===== src/lzss_ring_decompressor_core_macros.svh =====
// ----------------------------------------------------------------------------
// lzss ring decompressor assertion macros
// shared concurrent assertion forms, clocked on the rising edge, off in reset
// ----------------------------------------------------------------------------
`ifndef LZSS_RING_DECOMPRESSOR_CORE_MACROS_SVH
`define LZSS_RING_DECOMPRESSOR_CORE_MACROS_SVH

// property holds at every edge outside reset
`define LZRD_ASSERT(label, clk, rst_n, prop, msg) \
  label: assert property (@(posedge clk) disable iff (!rst_n) (prop)) else $error(msg);

// condition at one edge implies a consequence at the next edge
`define LZRD_ASSERT_NEXT(label, clk, rst_n, cond, cons, msg) \
  label: assert property (@(posedge clk) disable iff (!rst_n) (cond) |=> (cons)) \
    else $error(msg);

`endif


===== src/lzrd_pkg.sv =====
// ----------------------------------------------------------------------------
// lzrd_pkg
// shared types and constants of the lzss ring decompressor
// ----------------------------------------------------------------------------
package lzrd_pkg;

  localparam int unsigned RING_DEPTH_DEF = 4096;
  localparam int unsigned POS_W          = 12;
  localparam logic [POS_W-1:0] START_DEFAULT = 12'hFEE;
  localparam logic [8:0]  FLAG_MARK      = 9'h100;
  localparam logic [4:0]  MATCH_MIN      = 5'd3;

  // what the accepted compressed byte is, given the decode state
  typedef enum logic [1:0] {
    KIND_FLAG,
    KIND_LIT,
    KIND_LOW,
    KIND_HIGH
  } kind_e;

  // where an emitted result comes from
  typedef enum logic [1:0] {
    SRC_LIT,
    SRC_RING,
    SRC_BARE
  } src_e;

  typedef struct packed {
    logic accept;
    logic emit;
    src_e src;
  } cmd_t;

  typedef struct packed {
    kind_e kind;
    logic  run_done;
    logic  out_free;
  } sts_t;

endpackage


===== src/lzrd_ctrl.sv =====
// ----------------------------------------------------------------------------
// lzrd_ctrl
// sequencer: takes compressed bytes, emits literals, copies and the end marker
// ----------------------------------------------------------------------------
`include "lzss_ring_decompressor_core_macros.svh"

module lzrd_ctrl (
  input  logic           clk_i,
  input  logic           rst_ni,
  input  logic           in_valid_i,
  input  logic           last_byte_i,
  output logic           in_ready_o,
  input  lzrd_pkg::sts_t sts_i,
  output lzrd_pkg::cmd_t cmd_o
);

  typedef enum logic [2:0] {
    S_IDLE,
    S_LIT,
    S_RD,
    S_WR,
    S_END
  } state_e;

  state_e state_q, state_d;
  logic   accept;

  assign in_ready_o = (state_q == S_IDLE);
  assign accept     = in_valid_i && in_ready_o;

  always_comb begin
    state_d       = state_q;
    cmd_o.accept  = accept;
    cmd_o.emit    = 1'b0;
    cmd_o.src     = lzrd_pkg::SRC_BARE;
    case (state_q)
      S_IDLE: begin
        if (accept) begin
          case (sts_i.kind)
            lzrd_pkg::KIND_LIT:  state_d = S_LIT;
            lzrd_pkg::KIND_HIGH: state_d = S_RD;
            default:             state_d = last_byte_i ? S_END : S_IDLE;
          endcase
        end
      end
      S_LIT: begin
        cmd_o.src = lzrd_pkg::SRC_LIT;
        if (sts_i.out_free) begin
          cmd_o.emit = 1'b1;
          state_d    = S_IDLE;
        end
      end
      S_RD: begin
        // ring read at the copy position lands at the end of this cycle
        cmd_o.src = lzrd_pkg::SRC_RING;
        state_d   = S_WR;
      end
      S_WR: begin
        cmd_o.src = lzrd_pkg::SRC_RING;
        if (sts_i.out_free) begin
          cmd_o.emit = 1'b1;
          state_d    = sts_i.run_done ? S_IDLE : S_RD;
        end
      end
      S_END: begin
        cmd_o.src = lzrd_pkg::SRC_BARE;
        if (sts_i.out_free) begin
          cmd_o.emit = 1'b1;
          state_d    = S_IDLE;
        end
      end
      default: begin
        state_d = S_IDLE;
      end
    endcase
  end

  always_ff @(posedge clk_i or negedge rst_ni) begin
    if (!rst_ni) begin
      state_q <= S_IDLE;
    end else begin
      state_q <= state_d;
    end
  end

  `LZRD_ASSERT(a_emit_has_room, clk_i, rst_ni, !cmd_o.emit || sts_i.out_free, "emit into full output")
  `LZRD_ASSERT(a_no_accept_and_emit, clk_i, rst_ni, !(cmd_o.accept && cmd_o.emit), "accept and emit together")
  `LZRD_ASSERT_NEXT(a_read_then_write, clk_i, rst_ni, state_q == S_RD, state_q == S_WR, "ring read not followed by write")

endmodule


===== config.mk =====
export PLATFORM = sky130hd
export DESIGN_NAME = lzrd_ctrl
export DESIGN_NICKNAME = d
export VERILOG_FILES = /design/src/lzrd_pkg.sv /design/src/lzrd_ctrl.sv
export VERILOG_INCLUDE_DIRS = /design/src /design/src/src
export SDC_FILE = /design/constraint.sdc
export NUM_CORES = 1
export LEC_CHECK = 0
export BUFFER_PORTS_ARGS = -buffer_cell sky130_fd_sc_hd__buf_2
export CAP_MARGIN = 10
export CORE_AREA = 4 4 41 43
export CTS_CLUSTER_DIAMETER = 100
export DETAILED_ROUTE_END_ITERATION = 6
export DIE_AREA = 0 0 45 47
export GPL_ROUTABILITY_DRIVEN = 0
export PLACE_DENSITY_LB_ADDON = 0.1
export SYNTH_ARGS = -nofsm -noshare
export SYNTH_HDL_FRONTEND = slang
export SYNTH_SLANG_ARGS = --single-unit

===== constraint.sdc =====
create_clock -name clk_i -period 1.56 [get_ports clk_i]
set_input_delay 0.312 -clock clk_i [delete_from_list [all_inputs] [get_ports clk_i]]
set_output_delay 0.312 -clock clk_i [all_outputs]
set_load 0.03 [all_outputs]

==> summary.md <==
| Metric | Value |
|---|---|
| Global routing met3 resource utilization | 0.00383 |
| Global-route track usage on met1 | 0.0899 |
| Antenna viol nets, final | 0 |
| Number of cells in the design after placement | 49 |
| Maximum clock skew at final layout | 3.78 ps |
| CP max stage cell | sky130_fd_sc_hd__dfrtp_2 |
| Cell count along the critical path | 4 |
| Area of the core region | roughly 1300 sq um |
| Average routed wire per standard cell | approximately 11 um |
| Cell chosen for the clock root | sky130_fd_sc_hd__clkbuf_4 |
| Synthesized area per cell | around 9 sq um |
| Number of DRC markers in iteration 0 | 1 |
| Final std cells w/o fill | 56 |
| Most used DFF post-synth | sky130_fd_sc_hd__dfrtp_1 |
| Top post-synthesis cells by count | sky130_fd_sc_hd__dfrtp_1, sky130_fd_sc_hd__nor2_1, sky130_fd_sc_hd__a21oi_1, sky130_fd_sc_hd__nor3_1 |
| Number of enable-type register cells in the synthesized netlist | 0 |
| Overall die width | 45 um |
| Min-Delay Endpoint | state_q[1] |
| Worst endpoint data arrival time | 1190 ps |
| XOR/XNOR Fraction of Synth Area | 0 |
| Type of element launching the critical path | flip-flop |
| Number of instances on the worst hold path | 2 |
| GR met2 Demand/Resource | 0.0876 |
| Final critical-path share of the clock period | 0.963 |
| Combined buffer and inverter count along the critical path | 1 |
| Largest stage delay, worst path | between 400 and 500 ps |
| Placed Area | 292 sq um |
| Status | finished, final reports clean |
| Hold_sp | sts_i[0] |
| Effective utilization at floorplan | 0.168 |
| Total die area | approximately 2100 sq um |
| TritonCTS clock tree | built |
| Least setup slack across all paths after layout | roughly 57 ps |
| Number of antenna violations at the first check in global routing | 0 |
| Number of setup violations in the final report | 0 |
| Post-synthesis cell area | 219 sq um |
| Leading registers by flop count | state_q (3) |
| Worst Setup Slack post-DPL | around 180 ps |
| Data required time of the worst path | ~1300 ps |
| Area Growth Syn to Fin | 64.0% |
| Yosys warns | 0 |
| H-tree levels | 1 |
| Overall track demand over capacity in global routing | 0.0754 |
| 1st-pass router iterations | 4 |
| Largest area contributor in the synthesized netlist | sky130_fd_sc_hd__dfrtp_1 |
| Number of global-route vias before repair | ~240 |
| Peak supply drop | around 460 uV |
| Pin slew with the least headroom to its limit | approximately 240 ps |
| TritonCTS buffer count | 3 |
| Count of final hold-check violations | 0 |
| Fraction of the mapped netlist area in compound gates | 0.229 |
| Pwr per Cell Area | 2060 nW/um^2 |
| Sequential element share of the synthesized area | 0.343 |
| Max Slew Vio Count | 0 |
| Kind of path behind the tightest hold check | in2reg |
| Multiplexer fraction of the synthesized cell area | 0.0457 |
| Total power draw | 0.740 mW |
| Reg with most FFs | state_q |
| Clock transition at the registers of the reported paths | approximately 30 ps |
| Simple-Gate Fraction of Synth Area | 0.286 |
| Number of diodes added for antenna fixing | 0 |
| Residual DRC count | 0 |
| Classification of the worst setup path | reg2out |
| Post-route standard cell area excluding fillers | 359 sq um |
| I/O Pins | 13 |
| Busiest layer in global routing | met4 |
| Reg2Reg Capture Point | state_q[1] |
| Port Buffer Count | 12 |
| Number of clock sinks | 3 |
| Via density | 4.46 |
| Fin nets | 50 |
| R2R depth | 4 |
| First-pass GRT wire length | 986 um |
| Top cell type's share of synthesized area | 0.343 |
| Number of vias after detailed routing | 250 |
| Accumulated negative setup slack | 0 ps |
| Largest net degree at the start of global routing | 9 |
| Main combinational cell family by area after synthesis | simple AND/OR/NAND/NOR gates |
| Leakage dissipation | between 0.15 and 0.2 nW |
| Reg-to-reg critical path startpoint | state_q[0] |
| Total of max-cap violations | 0 |
| Element type at the critical path end | output port |
| Crit path max-delay family | flip-flops |
| Worst Hold Margin | approximately 320 ps |
| Synthesized net count | 33 |
| Unrepaired setup endpoints after global routing | no |
| Proportion of layout cells with a drive suffix above 1 | 0.585 |
| Cell types occupying the most area after synthesis | sky130_fd_sc_hd__dfrtp_1, sky130_fd_sc_hd__a221oi_2, sky130_fd_sc_hd__nor2_1, sky130_fd_sc_hd__a21oi_1, sky130_fd_sc_hd__mux2i_1 |
| F_max | 666 MHz |
| Max-Slew Margin vs Limit | 0.837 |
| Number of instances in the synthesized netlist | 25 |
| Number of distinct standard cells referenced by the synthesized netlist | 19 |
| Clock Latency Late Sink | 240 ps |
| Crit path time final | 1500 ps |
| Std-Cell Rows | 13 |
| Die Ht | between 40 and 50 um |
| Fraction of registers with async set/reset | 1.00 |
| Number of flip-flops in the largest register | 3 |
| Synthesis-stage register bit count | 3 |
| Wirelength, routed | 617 um |
| Crit path cell chain | nor2_4, mux2i_1, nor2_1, clkbuf_4 |
| Post-Synth Adder-Cell Area | 0 |
| Reg2reg setup slack | approximately 290 ps |
| DPL Wire Length | roughly 480 um |
| Crit Path Max Fanout | 6 |
| Clock buffer depth | 2 |
| Final core utilization | 0.276 |
| Total overflow reported by the global router | 0 |
[worst max-delay path by stage]
stage | from | endpoint | slack, ps
2_1_floorplan | state_q[0] | cmd_o[3] | 60
3_3_place_gp | state_q[0] | cmd_o[1] | 190
3_5_place_dp | state_q[0] | cmd_o[1] | 180
4_1_cts | state_q[0] | cmd_o[2] | 8
5_1_grt | state_q[0] | cmd_o[3] | 20
6_report | state_q[0] | cmd_o[2] | 60
[power breakdown]
| part | internal, mW | switching, mW |
|---|---|---|
| Clock | 0.0960 | 0.0421 |
| Sequential | 0.113 | 0.0778 |
| Combinational | 0.192 | 0.220 |
[worst reg2reg max path: stages (launching register included)]
cell and delay, ps:
sky130_fd_sc_hd__dfrtp_2 460, sky130_fd_sc_hd__buf_4 160, sky130_fd_sc_hd__buf_4 120, sky130_fd_sc_hd__nand4b_1 170, sky130_fd_sc_hd__a221oi_2 260
[cell families (layout without fill, tap and decap cells)]
family / after synthesis / after routing
buffers and inverters: 4 / 20
flip-flops: 3 / 3
AO/OA/AOI/OAI: 6 / 6
AND/OR/NAND/NOR: 11 / 11
multiplexers: 1 / 1
[area by class of cell]
type	count	area (sq um)
multi-input cells	18	141
repair buffers	15	90.1
fillers	163	942
well taps	15	18.8
clock buffers	4	26.3
inverters	1	3.75
flip-flops and latches	3	78.8
[timing repair]
item                                    in CTS  in global routing
gates resized for setup                      3                  5
endpoints found under the setup margin       3                  3
buffers inserted                             0                  2
hold buffers                                 1                  0
pin swaps                                    0                  0
endpoints found under the hold margin        3                  0
[layer usage]
layer | vias to the layer above | part of all wire
met1 | 110 | 0.39
met5 | - | 0
met4 | 0 | 0.068
li1 | 122 | -
met2 | 14 | 0.46
met3 | 4 | 0.081
[cell usage in the layout (no fill, tap or decap), types with 2 or more instances in the layout]
cell / Yosys / final
sky130_fd_sc_hd__a21oi_1: 2 / 2
sky130_fd_sc_hd__buf_2: 1 / 10
sky130_fd_sc_hd__buf_4: 1 / 3
sky130_fd_sc_hd__clkbuf_4: 0 / 4
sky130_fd_sc_hd__dfrtp_2: 0 / 3
sky130_fd_sc_hd__nor2_1: 3 / 2
Power figures use the tool's default switching activity.
